==> src/rtl/socc_pkg.sv <==
// Package for the self-organizing color cache.
// Holds shared widths, the key mask, entry, control and result types.
// No dependencies.
package socc_pkg;

  localparam int unsigned CacheSlotsDef = 16;
  localparam int unsigned KeyW          = 32;
  localparam int unsigned ColorW        = 64;
  localparam int unsigned PosW          = 4;

  localparam logic [KeyW-1:0] WinByteMask = 32'hff00_0000;
  localparam logic [1:0]      KindFg      = 2'd1;

  typedef struct packed {
    logic              valid;
    logic [KeyW-1:0]   key;
    logic [ColorW-1:0] color;
  } entry_t;

  // Per-cycle commands broadcast to every cell.
  typedef struct packed {
    logic cmp_en;  // capture the compare against the request key
    logic upd;     // apply swap or shift
    logic hit;     // the registered compare found the key
    logic ins;     // miss with insert: shift everything back
  } ctrl_t;

  typedef struct packed {
    logic              hit;
    logic [PosW-1:0]   position;
    logic [ColorW-1:0] color_out;
    logic              inserted;
    logic              dropped;
    logic [ColorW-1:0] dropped_color;
  } res_t;

endpackage

==> src/rtl/self_organizing_color_cache_top.sv <==
// Top level of the self-organizing color cache (transpose on hit).
// Instantiates the cell row and the result encoder. Depends on socc_pkg.
//
//   channel | direction | handshake                 | payload
//   --------+-----------+---------------------------+---------------------------------------
//   request | in        | in_valid_i / in_ready_o   | command, kind, fg/bg, modes, value
//   result  | out       | out_valid_o / out_ready_i | hit, position, colors, insert/drop flags
//
// A transaction first has every cell compare its key against the request
// key and register the match; then the row swaps or shifts and the result
// lands in the output register. One transaction is at work at a time, so a
// new request is not taken until the last one's update is done; a waiting
// result does not block the next request's compare, but its update holds
// until the output register frees. Reset clears all valid bits at once; no sweep.
module self_organizing_color_cache_top import socc_pkg::*; #(
  parameter int unsigned CACHE_SLOTS = CacheSlotsDef
) (
  input  logic              clk_i,
  input  logic              rst_ni,
  input  logic              in_valid_i,
  output logic              in_ready_o,
  input  logic              command_i,
  input  logic [1:0]        kind_i,
  input  logic [31:0]       fg_color_i,
  input  logic [31:0]       bg_color_i,
  input  logic [15:0]       attr_mode_i,
  input  logic [7:0]        win_mode_i,
  input  logic [63:0]       color_value_i,
  output logic              out_valid_o,
  input  logic              out_ready_i,
  output logic              hit_o,
  output logic [3:0]        position_o,
  output logic [63:0]       color_out_o,
  output logic              inserted_o,
  output logic              dropped_o,
  output logic [63:0]       dropped_color_o
);

  logic              busy_q, busy_d;
  logic              out_valid_q, out_valid_d;
  logic              accept;
  logic              advance;
  logic [KeyW-1:0]   key;
  logic [KeyW-1:0]   req_key_q;
  logic [ColorW-1:0] req_value_q;
  logic              req_cmd_q;
  res_t              res;
  res_t              res_q;
  ctrl_t             ctrl;
  entry_t            new_ent;
  entry_t            ent [CACHE_SLOTS];
  logic [CACHE_SLOTS-1:0] match;
  logic [CACHE_SLOTS-1:0] vld;

  // Build the key: win byte on top, kind at 17..16, attr from bit 8, color index.
  assign key = ({win_mode_i, 24'd0} & WinByteMask)
             | {14'd0, kind_i, 16'd0}
             | {8'd0, attr_mode_i, 8'd0}
             | ((kind_i == KindFg) ? fg_color_i : bg_color_i);

  // Hold one transaction in flight; advance its update only when the result
  // has somewhere to go.
  assign in_ready_o = !busy_q;
  assign accept     = in_valid_i && in_ready_o;
  assign advance    = busy_q && (!out_valid_q || out_ready_i);

  always_comb begin
    busy_d = busy_q;
    if (accept) begin
      busy_d = 1'b1;
    end else if (advance) begin
      busy_d = 1'b0;
    end
  end

  always_comb begin
    out_valid_d = out_valid_q;
    if (advance) begin
      out_valid_d = 1'b1;
    end else if (out_ready_i) begin
      out_valid_d = 1'b0;
    end
  end

  always_ff @(posedge clk_i or negedge rst_ni) begin
    if (!rst_ni) begin
      busy_q      <= 1'b0;
      out_valid_q <= 1'b0;
    end else begin
      busy_q      <= busy_d;
      out_valid_q <= out_valid_d;
    end
  end

  // Latch the request for the update cycle.
  always_ff @(posedge clk_i) begin
    if (accept) begin
      req_key_q   <= key;
      req_value_q <= color_value_i;
      req_cmd_q   <= command_i;
    end
    if (advance) begin
      res_q <= res;
    end
  end

  assign ctrl = '{cmp_en: accept, upd: advance, hit: res.hit, ins: res.inserted};
  assign new_ent = '{valid: 1'b1, key: req_key_q, color: req_value_q};

  // Cell row: each cell talks only to its two neighbors.
  for (genvar i = 0; i < CACHE_SLOTS; i++) begin : g_cell
    entry_t prev_w;
    entry_t next_w;
    logic   next_match_w;

    if (i == 0) begin : g_front
      assign prev_w = new_ent;
    end else begin : g_mid
      assign prev_w = ent[i-1];
    end

    if (i == CACHE_SLOTS - 1) begin : g_back
      assign next_w       = '0;
      assign next_match_w = 1'b0;
    end else begin : g_fwd
      assign next_w       = ent[i+1];
      assign next_match_w = match[i+1];
    end

    socc_cell #(
      .FRONT (i == 0)
    ) u_cell (
      .clk_i        (clk_i),
      .rst_ni       (rst_ni),
      .ctrl_i       (ctrl),
      .req_key_i    (key),
      .prev_i       (prev_w),
      .next_i       (next_w),
      .next_match_i (next_match_w),
      .ent_o        (ent[i]),
      .match_o      (match[i])
    );

    assign vld[i] = ent[i].valid;
  end

  socc_result #(
    .CACHE_SLOTS (CACHE_SLOTS)
  ) u_result (
    .match_i (match),
    .ent_i   (ent),
    .cmd_i   (req_cmd_q),
    .value_i (req_value_q),
    .res_o   (res)
  );

  assign out_valid_o     = out_valid_q;
  assign hit_o           = res_q.hit;
  assign position_o      = res_q.position;
  assign color_out_o     = res_q.color_out;
  assign inserted_o      = res_q.inserted;
  assign dropped_o       = res_q.dropped;
  assign dropped_color_o = res_q.dropped_color;

  // Keys stay unique, so at most one cell matches.
  a_match_onehot : assert property (@(posedge clk_i) disable iff (!rst_ni)
    busy_q |-> $onehot0(match))
    else $error("more than one cell matched the request key");

  // Valid cells form a solid run from the front.
  a_valid_run : assert property (@(posedge clk_i) disable iff (!rst_ni)
    (vld & (vld + CACHE_SLOTS'(1))) == '0)
    else $error("valid cells are not contiguous from the front");

  a_hit_no_insert : assert property (@(posedge clk_i) disable iff (!rst_ni)
    out_valid_o |-> !(hit_o && inserted_o) && (!dropped_o || inserted_o))
    else $error("result flags are inconsistent");

  a_advance_out : assert property (@(posedge clk_i) disable iff (!rst_ni)
    advance |=> out_valid_q && !busy_q)
    else $error("update did not produce a result");

endmodule

==> src/rtl/socc_cell.sv <==
// One cache cell: holds an entry and a registered compare result.
// Swaps or shifts with its neighbors on update. Depends on socc_pkg.
module socc_cell import socc_pkg::*; #(
  parameter bit FRONT = 1'b0
) (
  input  logic            clk_i,
  input  logic            rst_ni,
  input  ctrl_t           ctrl_i,
  input  logic [KeyW-1:0] req_key_i,
  input  entry_t          prev_i,
  input  entry_t          next_i,
  input  logic            next_match_i,
  output entry_t          ent_o,
  output logic            match_o
);

  logic              valid_q, valid_d;
  logic [KeyW-1:0]   key_q, key_d;
  logic [ColorW-1:0] color_q, color_d;
  logic              match_q, match_d;
  entry_t            nxt;

  always_comb begin
    nxt = '{valid: valid_q, key: key_q, color: color_q};
    if (ctrl_i.upd) begin
      if (ctrl_i.ins) begin
        nxt = prev_i;
      end else if (ctrl_i.hit) begin
        // move the matching entry one place forward, the front one stays
        if (match_q && !FRONT) begin
          nxt = prev_i;
        end else if (next_match_i) begin
          nxt = next_i;
        end
      end
    end
    valid_d = nxt.valid;
    key_d   = nxt.key;
    color_d = nxt.color;
  end

  assign match_d = ctrl_i.cmp_en ? (valid_q && (key_q == req_key_i)) : match_q;

  always_ff @(posedge clk_i or negedge rst_ni) begin
    if (!rst_ni) begin
      valid_q <= 1'b0;
      match_q <= 1'b0;
    end else begin
      valid_q <= valid_d;
      match_q <= match_d;
    end
  end

  always_ff @(posedge clk_i) begin
    key_q   <= key_d;
    color_q <= color_d;
  end

  assign ent_o   = '{valid: valid_q, key: key_q, color: color_q};
  assign match_o = match_q;

endmodule

==> src/rtl/socc_result.sv <==
// Result encoder: folds the one-hot match row into hit, position and payload,
// and decides insert and drop. Depends on socc_pkg.
module socc_result import socc_pkg::*; #(
  parameter int unsigned CACHE_SLOTS = CacheSlotsDef
) (
  input  logic [CACHE_SLOTS-1:0] match_i,
  input  entry_t                 ent_i [CACHE_SLOTS],
  input  logic                   cmd_i,
  input  logic [ColorW-1:0]      value_i,
  output res_t                   res_o
);

  localparam int unsigned IdxW = (CACHE_SLOTS > 1) ? $clog2(CACHE_SLOTS) : 1;
  localparam int unsigned ExtW = (IdxW > PosW) ? IdxW : PosW;

  logic [IdxW-1:0]   idx;
  logic [IdxW-1:0]   idx_adj;
  logic [ExtW-1:0]   pos_ext;
  logic [ColorW-1:0] hit_color;
  logic              hit;
  logic              ins;
  logic              full;

  // keys are unique, so the match row is one-hot and an OR tree selects
  always_comb begin
    idx       = '0;
    hit_color = '0;
    for (int i = 0; i < CACHE_SLOTS; i++) begin
      if (match_i[i]) begin
        idx       = idx | IdxW'(i);
        hit_color = hit_color | ent_i[i].color;
      end
    end
  end

  assign hit     = |match_i;
  assign ins     = !hit && cmd_i;
  assign full    = ent_i[CACHE_SLOTS-1].valid;
  assign idx_adj = (idx != '0) ? idx - IdxW'(1) : idx;
  assign pos_ext = ExtW'(idx_adj);

  always_comb begin
    res_o = '0;
    if (hit) begin
      res_o.hit       = 1'b1;
      res_o.position  = pos_ext[PosW-1:0];
      res_o.color_out = hit_color;
    end else if (ins) begin
      res_o.inserted  = 1'b1;
      res_o.color_out = value_i;
      if (full) begin
        res_o.dropped       = 1'b1;
        res_o.dropped_color = ent_i[CACHE_SLOTS-1].color;
      end
    end
  end

endmodule

==> config.mk <==
export PLATFORM = sky130hd
export DESIGN_NAME = self_organizing_color_cache_top
export DESIGN_NICKNAME = d
export VERILOG_FILES = /design/src/rtl/socc_pkg.sv /design/src/rtl/self_organizing_color_cache_top.sv /design/src/rtl/socc_cell.sv /design/src/rtl/socc_result.sv
export SDC_FILE = /design/constraint.sdc
export NUM_CORES = 2
export LEC_CHECK = 0
export BUFFER_PORTS_ARGS = -buffer_cell sky130_fd_sc_hd__buf_4
export CAP_MARGIN = 25
export CELL_PAD_IN_SITES_DETAIL_PLACEMENT = 0
export CELL_PAD_IN_SITES_GLOBAL_PLACEMENT = 1
export CORE_ASPECT_RATIO = 1.2
export CORE_UTILIZATION = 35
export CTS_CLUSTER_SIZE = 20
export DETAILED_ROUTE_END_ITERATION = 6
export PLACE_DENSITY = 0.57
export SYNTH_ARGS = -nofsm -noshare
export SYNTH_HDL_FRONTEND = slang
export SYNTH_SLANG_ARGS = --single-unit
export TNS_END_PERCENT = 20
==> constraint.sdc <==
create_clock -name clk_i -period 10.21 [get_ports clk_i]
set_input_delay 0 -clock clk_i [delete_from_list [all_inputs] [get_ports clk_i]]
set_output_delay 0 -clock clk_i [all_outputs]
set_load 0.1 [all_outputs]
=== Word level (Yosys, flattened, before mapping) ===
Cells that the tools add are included.

* Input port bits: 159
* Bits in registers: 1802

* Reduce and logical (&&, ||, !) cells: 62
* Add/subtract/negate cells: 1
* Equal/unequal tests: 17
* Bitwise logic cells: 20
* Multiplexer cells: 104

{| class="wikitable"
|+ Operator list
! kind !! number
|-
| 2-to-1 mux 97 bit || 62
|-
| 2-to-1 mux 64 bit || 17
|-
| bitwise OR 64 bit || 15
|-
| == test 32 bit || 16
|-
| 2-to-1 mux 130 bit || 1
|-
| 2-to-1 mux 66 bit || 1
|-
| 2-to-1 mux 65 bit || 1
|-
| AND reduction 3 bit || 16
|-
| nonzero test 3 bit || 14
|-
| 2-to-1 mux 4 bit || 9
|-
| 2-to-1 mux 32 bit || 1
|-
| bitwise OR 32 x 18 -> 32 bit || 1
|-
| bitwise OR 32 x 24 -> 32 bit || 1
|-
| bitwise OR 32 bit || 1
|-
| logical AND 1 bit || 19
|-
| OR reduction 18 bit || 1
|-
| OR reduction 17 bit || 1
|-
| OR reduction 16 bit || 1
|-
| 2-to-1 mux 3 bit || 4
|-
| nonzero test 2 bit || 5
|-
| 2-to-1 mux 1 bit || 5
|-
| 2-to-1 mux 5 bit || 1
|-
| 2-to-1 mux 2 bit || 2
|-
| nonzero test 4 bit || 1
|-
| other kinds (5) || 8
|}

=== Logic depth before layout (Yosys ltp) ===
* Depth in word-level cells: 32
* Depth in mapped cells: 11
* Mapped depth without buffers: 8

=== By module ===
From an unflattened synthesis, not the netlist that was laid out.

* Cell total of the unflattened synthesis: 5344
* Area, all modules: 85734.7 sq um

{| class="wikitable"
|+ By module, submodules not included
! module !! times used !! cells each !! area each (sq um)
|-
| socc_cell (g_cell[10].u_cell ...) || 15 || 255 || 4478.0
|-
| self_organizing_color_cache_top || 1 || 325 || 7649.8
|-
| socc_result || 1 || 938 || 6434.9
|-
| socc_cell (g_cell[0].u_cell) || 1 || 256 || 4479.3
|}

=== Worst setup path before layout ===
No wires, ideal clock.

* Path type: reg2reg
* From: register out_valid_q (netlist: out_valid_o)
* To: register g_cell[12].u_cell.valid_q
* Arrival time: 10543 ps
* Setup time: 89 ps
* Slack: -422 ps
* Clock period less this slack: 10632 ps
* Stages on the path, launching flop included: 7
* Path buffers: 1
* Data required time: 10121 ps
* Cells stage by stage: dfrtp_1 -> nand2b_1 -> and2_1 -> o21ai_1 -> buf_2 -> a21oi_1 -> mux2_2

* Longest elaborated chain between the ends: 4

{| class="wikitable"
|+ RTL lines
! what !! line !! source
|-
| start, declared || self_organizing_color_cache_top.sv:40 || <nowiki>logic out_valid_q, out_valid_d;</nowiki>
|-
| start signal, assigned || self_organizing_color_cache_top.sv:91 || <nowiki>out_valid_q <= out_valid_d;</nowiki>
|-
| logical NOT 1 bit || self_organizing_color_cache_top.sv:65 || <nowiki>assign advance = busy_q && (!out_valid_q || out_ready_i);</nowiki>
|-
| logical OR 1 bit || self_organizing_color_cache_top.sv:65 ||
|-
| logical AND 1 bit || self_organizing_color_cache_top.sv:65 ||
|-
| named net advance || self_organizing_color_cache_top.sv:42 || <nowiki>logic advance;</nowiki>
|-
| AND reduction 3 bit (no line) || n/a ||
|-
| end signal, assigned || socc_cell.sv:49 || <nowiki>valid_q <= valid_d;</nowiki>
|-
| end, declared || socc_cell.sv:17 || <nowiki>logic valid_q, valid_d;</nowiki>
|}

The timed path passes the listed nets, and every way through them passes these cells.
A chain may end at the register's enable or synchronous reset.

==> flow_summary.html <==
<table>
<tr><th>Metric</th><th>Value</th></tr>
<tr><th colspan="2">CTS</th></tr>
<tr><td>Clock edge transition at the registers on the reported setup and hold paths</td><td>roughly 60 ps</td></tr>
<tr><td>Clock root buffer</td><td>sky130_fd_sc_hd__clkbuf_16</td></tr>
<tr><td>Cts bufs inserted</td><td>roughly 200</td></tr>
<tr><td>Clock Latency Late Sink</td><td>between 900 and 1000 ps</td></tr>
<tr><td># Post-CTS Setup Buffers</td><td>0</td></tr>
<tr><td>H-tree depth</td><td>4</td></tr>
<tr><td>Clock tree from TritonCTS</td><td>built</td></tr>
<tr><td>Number of clock sinks seen by CTS</td><td>around 1800</td></tr>
<tr><td>Maximum buffer depth of the clock tree</td><td>4</td></tr>
<tr><th colspan="2">Setup path</th></tr>
<tr><td>Setup crit start kind</td><td>flip-flop</td></tr>
<tr><td>Reg2reg path depth</td><td>9</td></tr>
<tr><td>Crit-path most repeated cell</td><td>sky130_fd_sc_hd__buf_4</td></tr>
<tr><td>Highest cell delay on the worst timing path</td><td>between 1000 and 1500 ps</td></tr>
<tr><td>Critical path capture point type</td><td>flip-flop</td></tr>
<tr><td>Kind of critical path</td><td>flip-flop to flip-flop</td></tr>
<tr><td>Cell Chain, Critical Path</td><td>nor2_1, and4_1, nand2_1, o21ai_4, buf_4, a21oi_4, buf_4, buf_16, mux2_2</td></tr>
<tr><td>Arrival time reported for the critical path endpoint</td><td>between 6000 and 7000 ps</td></tr>
<tr><td>Maximum fanout encountered on the critical timing path</td><td>39</td></tr>
<tr><td>Slowest stage cell on the critical path</td><td>sky130_fd_sc_hd__dfrtp_4</td></tr>
<tr><td>Required time at the worst-slack endpoint</td><td>10970 ps</td></tr>
<tr><th colspan="2">Final layout</th></tr>
<tr><td>Layout cell share with drive strength beyond 1</td><td>between 30% and 40%</td></tr>
<tr><td>Fin cells</td><td>9669</td></tr>
<tr><td>Final core area utilization</td><td>a little over 40%</td></tr>
<tr><td>Area growth from synthesis to layout</td><td>17.5%</td></tr>
<tr><td>Net count of the finished layout</td><td>6470</td></tr>
<tr><th colspan="2">Routing</th></tr>
<tr><td>Routed Wire Length</td><td>320 mm</td></tr>
<tr><td>Number of DRC violations after detailed routing</td><td>0</td></tr>
<tr><td>Starting DRC count in detailed routing</td><td>roughly 6600</td></tr>
<tr><td>Antenna-violating nets left</td><td>0</td></tr>
<tr><td>Drt via density</td><td>a little under 6</td></tr>
<tr><td>Average wire per standard cell</td><td>33.1 µm</td></tr>
<tr><td>Iteration count of the initial detailed-routing pass</td><td>6</td></tr>
<tr><td>DR vias</td><td>about 57000</td></tr>
<tr><th colspan="2">Min path</th></tr>
<tr><td>Worst hold path cell count</td><td>5</td></tr>
<tr><td>Type of the most critical hold path</td><td>primary input to flip-flop</td></tr>
<tr><th colspan="2">STA</th></tr>
<tr><td>Fin crit share</td><td>between 50 and 60%</td></tr>
<tr><td>Pins Over Slew Limit</td><td>0</td></tr>
<tr><td>Clock skew after layout</td><td>between 60 and 70 ps</td></tr>
<tr><td>Final WS setup</td><td>around 4500 ps</td></tr>
<tr><td>Remaining max-slew budget at the tightest pin</td><td>between 20% and 30%</td></tr>
<tr><td>RSZ-0062 raised after global routing</td><td>false</td></tr>
<tr><td>Worst hold-check slack</td><td>between 40 and 50 ps</td></tr>
<tr><td>Fmax</td><td>176 MHz</td></tr>
<tr><td>Clock period minus final worst setup slack</td><td>~5700 ps</td></tr>
<tr><td>Final Hold Viols</td><td>0</td></tr>
<tr><td>Slew @ Worst Pin</td><td>approximately 1200 ps</td></tr>
<tr><td>Final Setup Violations</td><td>0</td></tr>
<tr><th colspan="2">Synth</th></tr>
<tr><td>Number of library cell types mapped by synthesis</td><td>64</td></tr>
<tr><td>Post-synth net total</td><td>between 5000 and 6000</td></tr>
<tr><td>Average cell area after synthesis</td><td>14.8 µm²</td></tr>
<tr><td>Main synth FF type</td><td>sky130_fd_sc_hd__edfxtp_1</td></tr>
<tr><td>Leading area contributor after synthesis</td><td>sky130_fd_sc_hd__edfxtp_1</td></tr>
<tr><td>Share of synthesized registers carrying an async set or reset</td><td>between 1.5 and 2%</td></tr>
<tr><td>Summed instance area of the synthesized netlist</td><td>85900 µm²</td></tr>
<tr><td>Synthesis warning total</td><td>0</td></tr>
<tr><td>Post-synthesis sequential element count</td><td>1802</td></tr>
<tr><td>Post-synthesis cell count</td><td>~5800</td></tr>
<tr><td>Commonest cells in the netlist</td><td>sky130_fd_sc_hd__edfxtp_1 (1768), sky130_fd_sc_hd__mux2_2 (1335), sky130_fd_sc_hd__nand2_1 (409), sky130_fd_sc_hd__a22oi_1 (263), sky130_fd_sc_hd__xnor2_1 (255)</td></tr>
<tr><td>Area fraction of the dominant cell type after synthesis</td><td>61.8%</td></tr>
<tr><td>Count leader, synth</td><td>sky130_fd_sc_hd__edfxtp_1</td></tr>
<tr><td>Post-synth EDFFs</td><td>around 1800</td></tr>
<tr><td>Top area cells in the synthesized netlist</td><td>sky130_fd_sc_hd__edfxtp_1 (62%), sky130_fd_sc_hd__mux2_2 (18%), sky130_fd_sc_hd__xnor2_1 (2.6%), sky130_fd_sc_hd__xor2_1 (2.4%), sky130_fd_sc_hd__a22oi_1 (2.3%)</td></tr>
<tr><td>Sequential fraction of the synthesis area</td><td>62.8%</td></tr>
<tr><th colspan="2">Global routing</th></tr>
<tr><td>Remaining global-route overflow</td><td>0</td></tr>
<tr><td>Global-route wire length before repair</td><td>about 450 mm</td></tr>
<tr><td>Pin count of the biggest net entering global routing</td><td>slightly above 100</td></tr>
<tr><td>Antenna violations before repair</td><td>9</td></tr>
<tr><td>Global routing usage summed across all routing layers</td><td>between 20% and 30%</td></tr>
<tr><td>Number of global-route vias before repair</td><td>57129</td></tr>
<tr><th colspan="2">Power</th></tr>
<tr><td>Power consumption</td><td>24.7 mW</td></tr>
<tr><td>Peak supply drop</td><td>between 200 and 250 µV</td></tr>
<tr><td>Static Leak</td><td>approximately 34 nW</td></tr>
<tr><td>Total internal power</td><td>around 16 mW</td></tr>
<tr><td>Fraction of power consumed by combinational cells</td><td>around 26%</td></tr>
<tr><td>Fraction of power consumed by sequential logic</td><td>about 46%</td></tr>
<tr><td>Switching power</td><td>between 8 and 9 mW</td></tr>
<tr><td>Switching part of the total</td><td>about a third</td></tr>
<tr><td>Areal power density over the cells</td><td>~240 nW/µm²</td></tr>
<tr><td>Power share of the clock group</td><td>between 20% and 30%</td></tr>
<tr><th colspan="2">Placement</th></tr>
<tr><td>Detail Placement HPWL</td><td>187 mm</td></tr>
<tr><td>Dpl cells</td><td>between 9000 and 10000</td></tr>
<tr><td>Port Buffers</td><td>between 200 and 300</td></tr>
<tr><td>GPL Wtd Cong</td><td>0.816</td></tr>
<tr><td>Dpl ws</td><td>roughly 4500 ps</td></tr>
<tr><th colspan="2">Outcome</th></tr>
<tr><td>Status</td><td>complete, no violations</td></tr>
<tr><th colspan="2">Floorplanning</th></tr>
<tr><td>Initial Utilization</td><td>35.3%</td></tr>
<tr><td>Placeable core region</td><td>between 200000 and 250000 µm²</td></tr>
<tr><td>Chip Height</td><td>545 µm</td></tr>
<tr><td>Chip Width</td><td>between 400 and 500 µm</td></tr>
<tr><td>IO Count</td><td>about 300</td></tr>
<tr><td>Die Area</td><td>roughly 250000 µm²</td></tr>
<tr><td>Number of placement rows</td><td>approximately 200</td></tr>
<tr><th colspan="2">Job</th></tr>
<tr><td>Max-capacitance violation count</td><td>0</td></tr>
</table>
[cell type report]
cell class                 count  area [µm²]
antenna                        2        5.00
clock buffer                 261        5380
clock inverter               102         742
fill                       22452      142000
inverter                      61         234
multi-input combinational   3570       30600
sequential                  1802       54000
tap                         3200        4000
timing repair buffer         671        5940
[cells in the final DEF, fill, tap and decap left out, types with 19 or more instances in the layout]
| cell | n |
|---|---|
| sky130_fd_sc_hd__mux2_2 | 1335 |
| sky130_fd_sc_hd__nand4_1 | 56 |
| sky130_fd_sc_hd__buf_4 | 418 |
| sky130_fd_sc_hd__xnor2_1 | 255 |
| sky130_fd_sc_hd__clkinv_2 | 36 |
| sky130_fd_sc_hd__o21ai_0 | 40 |
| sky130_fd_sc_hd__mux2i_4 | 24 |
| sky130_fd_sc_hd__and3_1 | 66 |
| sky130_fd_sc_hd__xor2_1 | 235 |
| sky130_fd_sc_hd__a22o_1 | 129 |
| sky130_fd_sc_hd__nor4_1 | 55 |
| sky130_fd_sc_hd__nor2_1 | 133 |
| sky130_fd_sc_hd__o22ai_1 | 37 |
| sky130_fd_sc_hd__clkinv_1 | 49 |
| sky130_fd_sc_hd__a22oi_1 | 263 |
| sky130_fd_sc_hd__clkbuf_16 | 206 |
| sky130_fd_sc_hd__clkbuf_1 | 53 |
| sky130_fd_sc_hd__nand2_1 | 409 |
| sky130_fd_sc_hd__edfxtp_1 | 1768 |
| sky130_fd_sc_hd__nor3_1 | 19 |
| sky130_fd_sc_hd__dlygate4sd3_1 | 231 |
| sky130_fd_sc_hd__inv_1 | 56 |
| sky130_fd_sc_hd__nand3_1 | 147 |
| sky130_fd_sc_hd__a221oi_1 | 141 |
| sky130_fd_sc_hd__a21oi_1 | 38 |
[layer usage]
| metal | GRT usage (%) | vias to the layer above | part of all wire (%) |
|---|---|---|---|
| met4 | 8.71 | 0 | 3.7 |
| met5 | 0 | - | 0 |
| met2 | 42.3 | 2752 | 48 |
| li1 | - | 23690 | - |
| met1 | 33.4 | 29764 | 41 |
| met3 | 3.53 | 598 | 7.1 |
[flip-flops by register name, indices dropped and copies added (netlist names)]
signal	cells
position_o	4
g_cell.u_cell.color_q	1024
busy_q	1
out_valid_o	1
inserted_o	1
hit_o	1
req_cmd_q	1
dropped_color_o	64
req_value_q	64
dropped_o	1
color_out_o	64
g_cell.u_cell.match_o	16
req_key_q	32
g_cell.u_cell.key_q	512
g_cell.u_cell.valid_q	16
[through the flow]
step	instance area, µm²	setup TNS, ps
5_1_grt	101000	0
3_3_place_gp	92100	0
4_1_cts	101000	0
2_1_floorplan	85900	-131950
6_report	101000	0
3_5_place_dp	92300	0
[power groups by stage]
stage | registers (mW) | logic, mW | clock network (mW)
after CTS | 11.3 | 6.36 | 7.17
final | 11.3 | 6.34 | 7.05
after floorplan | 12.5 | 2.83 | 0
after global routing | 11.5 | 6.58 | 7.43
after detailed placement | 11.5 | 6.26 | 0
after global placement | 11.5 | 6.15 | 0
[worst paths after layout]
| kind | start | endpoint | slack (ps) |
|---|---|---|---|
| max | g_cell[13].u_cell.match_o | g_cell[14].u_cell.valid_q | 4510 |
| min | win_mode_i[7] | req_key_q[31] | 40 |
| max reg2reg | g_cell[13].u_cell.match_o | g_cell[14].u_cell.valid_q | 4510 |
| min reg2reg | g_cell[14].u_cell.color_q[6] | g_cell[15].u_cell.color_q[6] | 450 |
| max in group asynchronous | rst_ni | g_cell[15].u_cell.match_o | 9700 |
| min in group asynchronous | rst_ni | out_valid_o | 190 |
[cells by family after synthesis]
kind of cell               after synthesis  synth area share [%]
xor gates and xnor gates               490                  5.00
adders and majority gates                1                0.0146
and+or+nand+nor                        939                  5.08
AOI/OAI and AO/OA                      768                  6.86
muxes                                 1372                  18.1
DFF                                   1802                  62.8
buffers and inverters                  436                  2.16
[what timing repair did]
| action | in CTS | in global routing |
|---|---|---|
| hold endpoints to repair | 156 | 0 |
| hold buffers | 232 | 0 |
| resized for setup | 0 | 0 |
[critical path: cells and delay by family (launching register included)]
family / cells / cell delay (ps)
flops: 1 / 1050
compound gates: 2 / 1130
simple gates: 3 / 1700
mux: 1 / 370
buf+inv: 3 / 1210
Power figures use the tool's default switching activity.
